### src/rtl/core/mat3_pkg.sv
`default_nettype none
// ----------------------------------------------------------------------------
// mat3_pkg
// Shared types, command codes and the microcode program of the 3x3 matrix
// arithmetic unit.
// ----------------------------------------------------------------------------
package mat3_pkg;

   // Element storage width
   localparam int ELEM_WIDTH = 16;

   // Fixed field widths of the transaction ports
   localparam int CMD_W   = 3;
   localparam int INDEX_W = 4;
   localparam int VALUE_W = 16;
   localparam int RES_W   = 49;

   // Matrix shape
   localparam int MAT_DIM   = 3;
   localparam int MAT_DEPTH = MAT_DIM * MAT_DIM;

   // Product register: wide enough for a triple product of elements
   localparam int PROD_W = 3 * ELEM_WIDTH;
   localparam int WIDE_W = 2 * ELEM_WIDTH;

   typedef logic [CMD_W-1:0]             cmd_type;
   typedef logic [INDEX_W-1:0]           idx_type;
   typedef logic signed [VALUE_W-1:0]    value_type;
   typedef logic signed [RES_W-1:0]      res_type;
   typedef logic signed [ELEM_WIDTH-1:0] elem_type;
   typedef logic signed [WIDE_W-1:0]     wide_type;
   typedef logic signed [PROD_W-1:0]     prod_type;

   localparam idx_type MAX_INDEX = idx_type'(MAT_DEPTH - 1);

   // Command codes
   localparam cmd_type CMD_LOAD_FIRST  = 3'd0;
   localparam cmd_type CMD_LOAD_SECOND = 3'd1;
   localparam cmd_type CMD_ADD         = 3'd2;
   localparam cmd_type CMD_SUB         = 3'd3;
   localparam cmd_type CMD_MUL         = 3'd4;
   localparam cmd_type CMD_TRANSPOSE   = 3'd5;
   localparam cmd_type CMD_SINGULAR    = 3'd6;

   // Accumulator operations
   typedef logic [2:0] acc_op_type;
   localparam acc_op_type ACC_HOLD = 3'd0;
   localparam acc_op_type ACC_SUM  = 3'd1;
   localparam acc_op_type ACC_DIFF = 3'd2;
   localparam acc_op_type ACC_X    = 3'd3;
   localparam acc_op_type ACC_LDP  = 3'd4;
   localparam acc_op_type ACC_ADDP = 3'd5;
   localparam acc_op_type ACC_SUBP = 3'd6;

   // Branch control
   typedef logic [1:0] br_type;
   localparam br_type BR_NEXT     = 2'd0;
   localparam br_type BR_DISPATCH = 2'd1;
   localparam br_type BR_DONE     = 2'd2;

   // Program layout
   localparam int ELEMWISE_LEN = MAT_DEPTH + 1;
   localparam int MUL_LEN      = MAT_DEPTH * MAT_DIM + 2;
   localparam int DET_TERMS    = 6;
   localparam int DET_LEN      = DET_TERMS * 3 + 1;
   localparam int S_ADD        = 1;
   localparam int S_SUB        = S_ADD + ELEMWISE_LEN;
   localparam int S_TRN        = S_SUB + ELEMWISE_LEN;
   localparam int S_MUL        = S_TRN + ELEMWISE_LEN;
   localparam int S_DET        = S_MUL + MUL_LEN;
   localparam int UC_DEPTH     = S_DET + DET_LEN;
   localparam int PC_W         = $clog2(UC_DEPTH);

   typedef logic [PC_W-1:0] pc_type;

   localparam pc_type PC_IDLE = pc_type'(0);

   // One control word per step
   typedef struct packed {
      idx_type    ax;        // first matrix read address, x operand
      idx_type    ay;        // read address, y operand
      logic       y_from_b;  // y operand from second matrix
      logic       mul_py;    // product = product * y, else x * y
      acc_op_type acc_op;
      logic       emit;      // push accumulator input to the result register
      logic       last;
      logic       zflag;     // flag a zero result as singular
      idx_type    res_idx;
      br_type     br;
   } ctrl_word_type;

   typedef ctrl_word_type [UC_DEPTH-1:0] ucode_type;

   // Memory write request from the input side
   typedef struct packed {
      logic     first_en;
      logic     second_en;
      idx_type  idx;
      elem_type value;
   } wr_req_type;

   typedef struct packed {
      idx_type i;
      idx_type j;
      idx_type l;
      logic    neg;
   } det_term_type;

   // Cofactor expansion along the first row as six signed triple products
   function automatic det_term_type det_term(input int t);
      det_term_type d;
      unique case (t)
         0:       d = '{i: 4'd0, j: 4'd4, l: 4'd8, neg: 1'b0};
         1:       d = '{i: 4'd0, j: 4'd5, l: 4'd7, neg: 1'b1};
         2:       d = '{i: 4'd1, j: 4'd3, l: 4'd8, neg: 1'b1};
         3:       d = '{i: 4'd1, j: 4'd5, l: 4'd6, neg: 1'b0};
         4:       d = '{i: 4'd2, j: 4'd3, l: 4'd7, neg: 1'b0};
         default: d = '{i: 4'd2, j: 4'd4, l: 4'd6, neg: 1'b1};
      endcase
      return d;
   endfunction

   function automatic ucode_type build_ucode();
      ucode_type    rom;
      det_term_type d;
      int           p;
      int           j;
      int           k;
      int           r;
      int           c;
      int           t;
      int           w;
      rom = '0;
      rom[0].br = BR_DISPATCH;

      // Element-wise programs: read at step p, combine and emit at step p+1
      for (p = 0; p < MAT_DEPTH; p++) begin
         r = p / MAT_DIM;
         c = p % MAT_DIM;
         rom[S_ADD + p].ax       = idx_type'(p);
         rom[S_ADD + p].ay       = idx_type'(p);
         rom[S_ADD + p].y_from_b = 1'b1;
         rom[S_ADD + p + 1].acc_op  = ACC_SUM;
         rom[S_ADD + p + 1].emit    = 1'b1;
         rom[S_ADD + p + 1].res_idx = idx_type'(p);
         rom[S_ADD + p + 1].last    = (p == MAT_DEPTH - 1);

         rom[S_SUB + p].ax       = idx_type'(p);
         rom[S_SUB + p].ay       = idx_type'(p);
         rom[S_SUB + p].y_from_b = 1'b1;
         rom[S_SUB + p + 1].acc_op  = ACC_DIFF;
         rom[S_SUB + p + 1].emit    = 1'b1;
         rom[S_SUB + p + 1].res_idx = idx_type'(p);
         rom[S_SUB + p + 1].last    = (p == MAT_DEPTH - 1);

         rom[S_TRN + p].ax = idx_type'(c * MAT_DIM + r);
         rom[S_TRN + p + 1].acc_op  = ACC_X;
         rom[S_TRN + p + 1].emit    = 1'b1;
         rom[S_TRN + p + 1].res_idx = idx_type'(p);
         rom[S_TRN + p + 1].last    = (p == MAT_DEPTH - 1);
      end
      rom[S_ADD + MAT_DEPTH].br = BR_DONE;
      rom[S_SUB + MAT_DEPTH].br = BR_DONE;
      rom[S_TRN + MAT_DEPTH].br = BR_DONE;

      // Multiply: read at j, multiply at j+1, accumulate at j+2
      for (j = 0; j < MAT_DEPTH * MAT_DIM; j++) begin
         p = j / MAT_DIM;
         k = j % MAT_DIM;
         r = p / MAT_DIM;
         c = p % MAT_DIM;
         rom[S_MUL + j].ax       = idx_type'(r * MAT_DIM + k);
         rom[S_MUL + j].ay       = idx_type'(k * MAT_DIM + c);
         rom[S_MUL + j].y_from_b = 1'b1;
         rom[S_MUL + j + 2].acc_op = (k == 0) ? ACC_LDP : ACC_ADDP;
         if (k == MAT_DIM - 1) begin
            rom[S_MUL + j + 2].emit    = 1'b1;
            rom[S_MUL + j + 2].res_idx = idx_type'(p);
            rom[S_MUL + j + 2].last    = (p == MAT_DEPTH - 1);
         end
      end
      rom[S_MUL + MUL_LEN - 1].br = BR_DONE;

      // Determinant: each term reads a pair, then the third element,
      // multiplies twice, then accumulates the triple product
      for (t = 0; t < DET_TERMS; t++) begin
         d = det_term(t);
         w = S_DET + 3 * t;
         rom[w].ax     = d.i;
         rom[w].ay     = d.j;
         rom[w + 1].ay = d.l;
         rom[w + 2].mul_py = 1'b1;
         if (t == 0) begin
            rom[w + 3].acc_op = ACC_LDP;
         end else begin
            rom[w + 3].acc_op = d.neg ? ACC_SUBP : ACC_ADDP;
         end
      end
      rom[UC_DEPTH - 1].emit  = 1'b1;
      rom[UC_DEPTH - 1].last  = 1'b1;
      rom[UC_DEPTH - 1].zflag = 1'b1;
      rom[UC_DEPTH - 1].br    = BR_DONE;
      return rom;
   endfunction

   localparam ucode_type UCODE = build_ucode();

endpackage : mat3_pkg
`default_nettype wire

### src/rtl/core/mat3_sequencer.sv
`default_nettype none
// ----------------------------------------------------------------------------
// mat3_sequencer
// Step counter over the microcode table, with command dispatch from idle.
// ----------------------------------------------------------------------------
module mat3_sequencer (
   input  wire                     clock,
   input  wire                     reset,
   input  wire                     adv,
   input  wire                     req_valid,
   input  mat3_pkg::cmd_type       req_cmd,
   output mat3_pkg::ctrl_word_type ctrl,
   output logic                    idle
);
   import mat3_pkg::*;

   pc_type pc_ff;
   pc_type pc_in;
   pc_type entry;

   assign ctrl = UCODE[pc_ff];
   assign idle = (pc_ff == PC_IDLE);

   always_comb begin
      unique case (req_cmd)
         CMD_ADD:       entry = pc_type'(S_ADD);
         CMD_SUB:       entry = pc_type'(S_SUB);
         CMD_MUL:       entry = pc_type'(S_MUL);
         CMD_TRANSPOSE: entry = pc_type'(S_TRN);
         CMD_SINGULAR:  entry = pc_type'(S_DET);
         default:       entry = PC_IDLE;
      endcase
   end

   always_comb begin
      pc_in = pc_ff;
      if (adv) begin
         unique case (ctrl.br)
            BR_NEXT:     pc_in = pc_type'(pc_ff + 1'b1);
            BR_DISPATCH: pc_in = req_valid ? entry : PC_IDLE;
            BR_DONE:     pc_in = PC_IDLE;
            default:     pc_in = PC_IDLE;
         endcase
      end
   end

   always_ff @(posedge clock) begin
      if (reset) begin
         pc_ff <= PC_IDLE;
      end else begin
         pc_ff <= pc_in;
      end
   end

endmodule : mat3_sequencer
`default_nettype wire

### src/rtl/core/mat3_datapath.sv
`default_nettype none
// ----------------------------------------------------------------------------
// mat3_datapath
// Matrix stores, operand registers, shared multiplier, accumulator and the
// result register.
// ----------------------------------------------------------------------------
module mat3_datapath (
   input  wire                     clock,
   input  wire                     reset,
   input  mat3_pkg::ctrl_word_type ctrl,
   input  mat3_pkg::wr_req_type    wr,
   output logic                    adv,
   output logic                    rsp_valid,
   input  wire                     rsp_stall,
   output mat3_pkg::res_type       rsp_result_value,
   output mat3_pkg::idx_type       rsp_result_index,
   output logic                    rsp_last_result,
   output logic                    rsp_det_zero
);
   import mat3_pkg::*;

   elem_type first_mem_ff  [MAT_DEPTH];
   elem_type second_mem_ff [MAT_DEPTH];

   elem_type opx_ff;
   elem_type opy_ff;
   prod_type prod_ff;
   prod_type prod_in;
   wide_type prod_lo;
   res_type  acc_ff;
   res_type  acc_in;

   logic     rsp_valid_ff;
   res_type  rsp_value_ff;
   idx_type  rsp_index_ff;
   logic     rsp_last_ff;
   logic     rsp_sing_ff;

   // Freeze the whole datapath while a result cannot be handed over
   assign adv = !(ctrl.emit && rsp_valid_ff && rsp_stall);

   // Matrix stores: written from idle loads, read into the operand registers
   always_ff @(posedge clock) begin
      if (wr.first_en) begin
         first_mem_ff[wr.idx] <= wr.value;
      end
      if (wr.second_en) begin
         second_mem_ff[wr.idx] <= wr.value;
      end
      if (adv) begin
         opx_ff <= first_mem_ff[ctrl.ax];
         opy_ff <= ctrl.y_from_b ? second_mem_ff[ctrl.ay] : first_mem_ff[ctrl.ay];
      end
   end

   assign prod_lo = prod_ff[WIDE_W-1:0];

   always_comb begin
      if (ctrl.mul_py) begin
         prod_in = prod_type'(prod_lo) * prod_type'(opy_ff);
      end else begin
         prod_in = prod_type'(wide_type'(opx_ff) * wide_type'(opy_ff));
      end
   end

   always_comb begin
      unique case (ctrl.acc_op)
         ACC_HOLD: acc_in = acc_ff;
         ACC_SUM:  acc_in = res_type'(opx_ff) + res_type'(opy_ff);
         ACC_DIFF: acc_in = res_type'(opx_ff) - res_type'(opy_ff);
         ACC_X:    acc_in = res_type'(opx_ff);
         ACC_LDP:  acc_in = res_type'(prod_ff);
         ACC_ADDP: acc_in = acc_ff + res_type'(prod_ff);
         ACC_SUBP: acc_in = acc_ff - res_type'(prod_ff);
         default:  acc_in = acc_ff;
      endcase
   end

   always_ff @(posedge clock) begin
      if (adv) begin
         prod_ff <= prod_in;
         acc_ff  <= acc_in;
      end
   end

   // Result register
   always_ff @(posedge clock) begin
      if (reset) begin
         rsp_valid_ff <= 1'b0;
      end else if (ctrl.emit && adv) begin
         rsp_valid_ff <= 1'b1;
      end else if (!rsp_stall) begin
         rsp_valid_ff <= 1'b0;
      end
   end

   always_ff @(posedge clock) begin
      if (ctrl.emit && adv) begin
         rsp_value_ff <= acc_in;
         rsp_index_ff <= ctrl.res_idx;
         rsp_last_ff  <= ctrl.last;
         rsp_sing_ff  <= ctrl.zflag && (acc_in == '0);
      end
   end

   assign rsp_valid        = rsp_valid_ff;
   assign rsp_result_value = rsp_value_ff;
   assign rsp_result_index = rsp_index_ff;
   assign rsp_last_result  = rsp_last_ff;
   assign rsp_det_zero     = rsp_sing_ff;

endmodule : mat3_datapath
`default_nettype wire

### src/rtl/core/matrix_3x3_arith_unit_top.sv
`default_nettype none
// ----------------------------------------------------------------------------
// matrix_3x3_arith_unit_top
// 3x3 matrix arithmetic unit: two stored matrices, element loads, add,
// subtract, multiply, transpose and determinant with a singular flag.
// ----------------------------------------------------------------------------
// The unit holds two 3x3 matrices of signed elements in row-major order. A
// load transaction (command load first or load second) writes one element
// and produces no result; an index above eight is dropped. Add, subtract,
// multiply and transpose each produce nine result transactions in row-major
// order with the ninth flagged as last; the singular command produces one
// result carrying the determinant of the first matrix, flagged last and
// flagged singular when it is zero. Results are exact to 49 bits. Read only
// elements that have been loaded: an element never written returns whatever
// the store holds. One command is worked on at a time, under a microcoded
// sequencer that steps through a fixed program for each compute command; a
// load or an unused code is done in the dispatch step itself. Programs are
// paced by one read per operand store and one shared multiplier per cycle,
// but a program holds at a result step while the previous result still
// waits on a stalled result channel.
// ----------------------------------------------------------------------------
module matrix_3x3_arith_unit_top (
   input  wire                 clock,
   input  wire                 reset,
   input  wire                 req_valid,
   output logic                req_stall,
   input  mat3_pkg::cmd_type   req_cmd,
   input  mat3_pkg::idx_type   req_elem_index,
   input  mat3_pkg::value_type req_elem_value,
   output logic                rsp_valid,
   input  wire                 rsp_stall,
   output mat3_pkg::res_type   rsp_result_value,
   output mat3_pkg::idx_type   rsp_result_index,
   output logic                rsp_last_result,
   output logic                rsp_det_zero
);
   import mat3_pkg::*;

   ctrl_word_type ctrl;
   wr_req_type    wr;
   logic          idle;
   logic          adv;
   logic          req_accept;
   logic          idx_ok;

   // Take a transaction only while the sequencer waits in its dispatch step
   assign req_stall  = !idle;
   assign req_accept = req_valid && !req_stall;
   assign idx_ok     = (req_elem_index <= MAX_INDEX);

   // Loads go straight into the stores; drop an out-of-range index
   assign wr.first_en  = req_accept && (req_cmd == CMD_LOAD_FIRST) && idx_ok;
   assign wr.second_en = req_accept && (req_cmd == CMD_LOAD_SECOND) && idx_ok;
   assign wr.idx       = req_elem_index;
   assign wr.value     = elem_type'(req_elem_value);

   mat3_sequencer u_seq (
      .clock     (clock),
      .reset     (reset),
      .adv       (adv),
      .req_valid (req_valid),
      .req_cmd   (req_cmd),
      .ctrl      (ctrl),
      .idle      (idle)
   );

   mat3_datapath u_dp (
      .clock            (clock),
      .reset            (reset),
      .ctrl             (ctrl),
      .wr               (wr),
      .adv              (adv),
      .rsp_valid        (rsp_valid),
      .rsp_stall        (rsp_stall),
      .rsp_result_value (rsp_result_value),
      .rsp_result_index (rsp_result_index),
      .rsp_last_result  (rsp_last_result),
      .rsp_det_zero     (rsp_det_zero)
   );

   // A compute command must leave the dispatch step
   a_compute_starts : assert property (@(posedge clock) disable iff (reset)
      (req_accept && (req_cmd == CMD_ADD || req_cmd == CMD_SUB || req_cmd == CMD_MUL
         || req_cmd == CMD_TRANSPOSE || req_cmd == CMD_SINGULAR)) |=> !idle)
      else $error("compute transaction did not start the program");

   // The last result handed over ends the program
   a_last_ends : assert property (@(posedge clock) disable iff (reset)
      (ctrl.emit && ctrl.last && adv) |=> idle)
      else $error("program continued after its last result");

   // A blocked step holds its control word
   a_hold_step : assert property (@(posedge clock) disable iff (reset)
      !adv |=> $stable(ctrl))
      else $error("control word moved while a result was blocked");

   // The singular flag only comes with the single determinant result
   a_singular_shape : assert property (@(posedge clock) disable iff (reset)
      (rsp_valid && rsp_det_zero) |-> (rsp_last_result && rsp_result_index == '0))
      else $error("singular flag on a matrix element result");

endmodule : matrix_3x3_arith_unit_top
`default_nettype wire

### config.mk
export PLATFORM = sky130hd
export DESIGN_NAME = matrix_3x3_arith_unit_top
export DESIGN_NICKNAME = d
export VERILOG_FILES = /design/src/rtl/core/mat3_pkg.sv /design/src/rtl/core/mat3_sequencer.sv /design/src/rtl/core/mat3_datapath.sv /design/src/rtl/core/matrix_3x3_arith_unit_top.sv
export SDC_FILE = /design/constraint.sdc
export NUM_CORES = 2
export LEC_CHECK = 0
export ABC_AREA = 0
export BUFFER_PORTS_ARGS = -buffer_cell sky130_fd_sc_hd__buf_2
export CAP_MARGIN = 20
export CORE_ASPECT_RATIO = 0.75
export CORE_UTILIZATION = 60
export DETAILED_ROUTE_END_ITERATION = 12
export PLACE_DENSITY = 0.8
export SETUP_SLACK_MARGIN = 0.15
export SLEW_MARGIN = 40
export SYNTH_ARGS = -nofsm -noshare
export SYNTH_HDL_FRONTEND = slang
export SYNTH_SLANG_ARGS = --single-unit
export TNS_END_PERCENT = 5
### constraint.sdc
create_clock -name clock -period 6.8 [get_ports clock]
set_input_delay 1.7 -clock clock [delete_from_list [all_inputs] [get_ports clock]]
set_output_delay 1.7 -clock clock [all_outputs]
set_load 0.1 [all_outputs]
==> Yosys cells after proc, flatten, opt, wreduce, memory -nomap -nowiden <==
Memory sizes are Yosys's and may differ from the RTL's. A register that Yosys moved wholly into a read port is not among the register bits.
Cells that the tools add are included.
{ "totals": {"wordCells": 66, "regBits": 176, "n_memories": 3, "mem_bits_ro": 2816, "mem_bits_rw": 288, "inputBits": 27} }
{ "classes": {"mul": 2, "addsub": 5, "magnitude_cmp": 2, "n_eq_ne": 14, "n_reduce_logical": 16, "muxes": 15} }
{ "memory_table": {"columns": ["memory", "words", "word_bits", "read_ports", "rd_clocked_by_memory_dff", "wr", "line", "rtl"], "rows": [
  ["(name not given)", 128, 22, 1, 1, 0, "mat3_sequencer.sv:21", "assign ctrl = UCODE[pc_ff];"],
  ["u_dp.first_mem_ff", 9, 16, 2, 1, 1, "mat3_datapath.sv:22", "elem_type first_mem_ff [MAT_DEPTH];"],
  ["u_dp.second_mem_ff", 9, 16, 1, 0, 1, "mat3_datapath.sv:23", "elem_type second_mem_ff [MAT_DEPTH];"]
]} }
{ "ops": {"columns": ["op", "n"], "rows": [
  ["case mux 49 bit (6 select lines)", 1],
  ["adder 49 x 48 -> 49 bit", 1],
  ["zero test 49 bit", 1],
  ["subtractor 49 x 48 -> 49 bit", 1],
  ["multiplier 32 x 16 -> 48 bit", 1],
  ["two-way mux 48 bit", 1],
  ["multiplier 16 x 16 -> 32 bit", 1],
  ["case mux 6 bit (5 select lines)", 1],
  ["two-way mux 22 bit", 1],
  ["== test 3 bit (second input constant)", 6],
  ["adder 16 x 16 -> 17 bit", 1],
  ["subtractor 16 x 16 -> 17 bit", 1],
  ["two-way mux 16 bit", 1],
  ["two-way mux 7 bit", 2],
  ["case mux 7 bit (2 select lines)", 1],
  ["== test 3 x 2 -> 1 bit (second input constant)", 4],
  ["logical AND 1 bit", 9],
  ["< comparator 7 x 8 -> 1 bit (second input constant)", 1],
  ["adder 7 x 1 -> 7 bit (second input constant)", 1],
  ["zero test 7 bit", 1],
  ["== test 3 x 1 -> 1 bit (second input constant)", 2],
  ["two-way mux 1 bit", 6],
  ["two-way mux 6 bit", 1],
  ["<= comparator 4 bit (second input constant)", 1],
  ["other kinds (5)", 7]
]} }

==> Depth between registers and ports, before layout <==
{ "depth": {"word_depth": 7, "mapped_depth": 31} }

==> By module <==
A second synthesis with hierarchy kept.
{ "unflattened": {"hier_cells": 5462, "hier_area_um2": 55573.3} }
{ "modules_own_cells": {"columns": ["module", "cells_each", "n_inst", "seq_area_each_um2", "area_per_inst_um2"], "rows": [
  ["mat3_datapath", 5116, 1, 14193.6, 52938.3],
  ["mat3_sequencer", 341, 1, 560.5, 2593.7],
  ["matrix_3x3_arith_unit_top", 5, 1, 0.0, 41.3]
]} }

==> Worst setup path before layout <==
Ideal clock, no wire load.
{ "synth_path": {"kind": "input port to flip-flop", "from": "in rsp_stall", "to": "reg, netlist name u_dp.ctrl[9]", "slack_ns": -0.323, "arrival_time_ns": 7.031, "required_time_ns": 6.708, "cell_stages": 16, "path_cell_list": "and3_1 > clkbuf_1 > inv_1 > o21ai_0 > a2bb2oi_1 > or2_2 > clkbuf_1 > inv_1 > clkbuf_1 > nor2_1 > a22oi_1 > nor2_1 > a21oi_1 > o211ai_1 > o21ai_0 > o32ai_1"} }
{ "synth_lines": {"columns": ["item", "line", "rtl"], "rows": [
  ["start: declaration", "matrix_3x3_arith_unit_top.sv:31", "input wire rsp_stall,"]
]} }

==> Final worst setup path <==
{ "layout_path": {"from": "reg u_dp.prod_ff[9]", "to": "reg u_dp.rsp_sing_ff, in the netlist u_dp.rsp_det_zero (data pin)"} }
{ "layout_between": {"elab_chain_len": 4, "elab_cells_between_ends": 5, "classes_between": "add/sub: 2; mux: 1; reduce/logical: 2"} }
{ "layout_lines": {"columns": ["item", "line", "rtl"], "rows": [
  ["start: declaration", "mat3_datapath.sv:27", "prod_type prod_ff;"],
  ["start signal: assignment", "mat3_datapath.sv:81", "prod_ff <= prod_in;"],
  ["subtractor 49 x 48 -> 49 bit or adder 49 x 48 -> 49 bit (tied branches)", "mat3_datapath.sv:74, mat3_datapath.sv:73", null],
  ["case mux 49 bit (6 select lines) *", "mat3_datapath.sv:67", "unique case (ctrl.acc_op)"],
  ["via u_dp.acc_in[28]", "mat3_datapath.sv:31", "res_type acc_in;"],
  ["zero test 49 bit *", "mat3_datapath.sv:102", "rsp_sing_ff <= ctrl.zflag && (acc_in == '0);"],
  ["logical AND 1 bit *", "mat3_datapath.sv:102", null],
  ["end signal: assignment", "mat3_datapath.sv:102", null],
  ["end: declaration", "mat3_datapath.sv:37", "logic rsp_sing_ff;"]
]} }
Mark *: on every way through the listed nets, which the timed path passes. The rest lies on a longest branch.
A chain may end at the register's enable or synchronous reset.

==> run_results.csv <==
group,metric,value,unit
drt,postRouteWirelength,178000,um
cells_and_area,fill_cells,6361,
synthesis,avgSynthCellArea,10.2,um2
global_routing,grt_pass1_vias,45430,
placement,hpwl,129000,um
floorplanning,dieArea,92500,um2
timing,hold_violations,0,
drt,drc_errors,0,
setup_path,rr_endpoint,"u_dp.rsp_det_zero",
cts,root_buffer,"clkbuf_16",
drt,wl_per_cell,25.5,um
synthesis,synthArstFlopShare,0,
setup_path,path_buf_inv,3,
cts,cts_htree_levels,2,
cts,cts_tree,"built",
cells_and_area,nets,6801,
min_path,hp-start,"u_dp.ctrl[5]",
floorplanning,dieHeight,264,um
timing,fmax,141,MHz
flow_run,maxCapViolations,0,
setup_path,reg2reg_from,"u_dp.prod_ff[9]",
setup_path,crit_path_max_incr_delay,0.50,ns
global_routing,antenna_found_initial,9,
drt,dr.pass1.iters,11,
timing,worstMarginPinSlew,0.904,ns
cells_and_area,drive_above_1_share,0.165,
setup_path,crit_top_cell,"buf_4",
outcome,violations,"setup timing",
outcome,status,"complete, but fails checks",
setup_path,required,7.24,ns
floorplanning,core,90000,um2
cts,cts_sinks,501,
setup_path,critical_path_class,"flip-flop to flip-flop",
synthesis,syn-cell-area,54800,um2
floorplanning,initial_core_util,0.609,
cts,ctsHoldBuffers,0,
cts,clk_pin_slew_worst_paths,0.08,ns
synthesis,yosysUniqueCellTypes,98,
setup_path,crit_path_start_kind,"flip-flop",
setup_path,r2r_cells,23,
min_path,min_path_cells,0,
min_path,whs_endpoint,"u_dp.rsp_result_index[3]",
synthesis,netlist_instances,5367,
setup_path,worstPathMaxFanout,4,
timing,finalClockSkew,0.0929,ns
drt,via_per_inst,6.31,
timing,timing.final.crit_share,1.05,
setup_path,path_delay_family,"simple AND/OR/NAND/NOR gates",
timing,grt_setup_unrepaired,"yes",
timing,period_needed,7.11,ns
drt,drt_iter0_drc,6319,
drt,ant_nets,0,
timing,setup_slack,-0.307,ns
synthesis,synth.area.top_cells,"fa_1 27%, edfxtp_1 26%, ha_1 6.7%, inv_1 6.2%, mux4_2 4.6%",
cts,cts_buffer_depth,3,
drt,vias,44048,
synthesis,ys_seq_elements,501,
setup_path,cp-end-kind,"flip-flop",
setup_path,slowest_stage,"or4_1",
global_routing,grt_remaining_overflow,0,
floorplanning,rows,95,
synthesis,yosys_warnings,0,
cts,cts_made_buffers,52,
cells_and_area,area_growth,13.8,%
floorplanning,io_pins,84,
global_routing,track_usage,0.395,
synthesis,synth_edf_count,472,
cts,clock_latency,0.70,ns
synthesis,synth_top_area_cell,"fa_1",
synthesis,synth_commonest_cells,"907 x inv_1, 751 x fa_1, 590 x nand2_1, 472 x edfxtp_1, 298 x nor2_1",
global_routing,grt_pass1_wl,273000,um
floorplanning,fp.dieW,351,um
setup_path,cp.arrival,7.55,ns
synthesis,ys.flop_type,"edfxtp_1",
setup_path,reg2reg_slack,-0.31,ns
setup_path,path_cells,"buf_4 > buf_4 > or4_1 > or3_1 > or2_2 > nor2_2 > buf_4 > a21oi_1 > xnor2_1 > ha_1 > a211o_1 > a311o_1 > a221oi_2 > o211ai_1 > o22ai_2 > xor2_1 > o22ai_1 > nor4_2 > and4b_1 > or4b_1 > or4_1 > or4_4 > a2111oi_4",
synthesis,yosysMostFrequentCell,"inv_1",
global_routing,grt_max_degree,67,
placement,gp_congestion,0.992,
timing,relSlewSlack,0.397,
timing,slew_viol_final,0,
placement,dp_slack,-0.649,ns
synthesis,ys_seq_area_frac,0.269,
min_path,min-delay-path-class,"flip-flop to flip-flop",
placement,port_buffers,83,
synthesis,synth.top_cell.area_share,0.274,
synthesis,synth_nets,6437,
timing,finalSetupViolations,19,
[worst max path at each step]
stage / start / to / slack (ns) / depth (start not counted)
2_1_floorplan: u_dp.prod_ff[7] / u_dp.prod_ff[47] / -0.30 / 28
6_report: u_dp.prod_ff[9] / u_dp.rsp_det_zero / -0.31 / 23
4_1_cts: u_dp.prod_ff[9] / u_dp.rsp_det_zero / -0.28 / 22
3_3_place_gp: u_dp.prod_ff[6] / u_dp.rsp_det_zero / -0.56 / 21
3_5_place_dp: u_dp.prod_ff[7] / u_dp.rsp_det_zero / -0.65 / 21
5_1_grt: u_dp.opx_ff[7] / u_dp.prod_ff[36] / -0.55 / 27
[repair_timing]
action / CTS / global route
cloned: 0 / 0
pin swaps: 8 / 22
endpoints found under the setup margin: 27 / 31
resized for setup: 79 / 46
buffers inserted: 6 / 2
[cell type report]
class / count / area, um2 / area share
Antenna cell: 1 / 2.50 / 0.0000401
Clock buffer: 59 / 1350 / 0.0216
Clock inverter: 36 / 523 / 0.00839
Inverter: 908 / 3420 / 0.0548
Multi-Input combinational cell: 3661 / 36000 / 0.577
Sequential cell: 501 / 14800 / 0.237
Tap cell: 1212 / 1520 / 0.0243
Timing Repair Buffer: 607 / 4810 / 0.0772
[stage by stage]
step	hold WS (ns)	TNS (ns)	area, um2	utilization	instances
after floorplan	0.386	-2.67	54800	-	5367
after global placement	0.392	-4.20	59800	0.665	6879
after detailed placement	0.390	-5.90	59900	0.665	6881
after CTS	0.404	-1.76	62100	0.691	6982
after global routing	0.413	-9.73	62400	0.693	6985
final	0.404	-4.46	62400	0.693	6985
[sequential cells by signal (all words and copies together) (netlist names)]
register	count
u_dp.acc_ff	49
u_dp.rsp_det_zero	1
u_dp.rsp_result_value	49
u_dp.opy_ff	16
u_dp.opx_ff	16
u_dp.rsp_valid	1
u_seq.ctrl	1
u_seq.pc_ff	7
u_dp.first_mem_ff	144
u_dp.ctrl	20
u_dp.rsp_result_index	4
u_dp.second_mem_ff	144
u_dp.rsp_last_result	1
u_dp.prod_ff	48
[per-layer routing]
metal,vias to the layer above,GRT usage,part of all wire
met1,21565,0.554,0.38
met4,20,0.162,0.048
met5,-,0,0.00083
met3,661,0.137,0.15
li1,18357,-,-
met2,3445,0.562,0.42
[cell usage in the layout (no fill, tap or decap), drive strengths merged, types with 22 or more instances in the layout]
cell type,instances
clkinv,22
buf,607
o21ai,200
nor3,54
a21oi,210
xor2,81
nand2,590
nor2b,36
o31ai,28
mux4,112
o21a,28
nor2,298
a31oi,23
ha,292
a211oi,27
nand3,48
inv,910
dfxtp,29
fa,751
nand2b,47
edfxtp,472
mux2i,40
a21o,83
xnor2,94
o22ai,29
clkbuf,59
and2,276
[cell families (layout without fill, tap and decap cells)]
family | after synthesis | count (layout) | share of synthesized area
DFF | 501 | 501 | 0.269
AOI/OAI and AO/OA | 813 | 813 | 0.0958
adders and majority gates | 1044 | 1044 | 0.341
xor gates and xnor gates | 175 | 175 | 0.0280
buffers and inverters | 1205 | 1610 | 0.0841
and+or+nand+nor | 1472 | 1472 | 0.127
other | 0 | 1 | 0
muxes | 157 | 157 | 0.0544
Power is not shown: default switching activity piles up to over one toggle a cycle in this logic, so the estimate is an artifact.
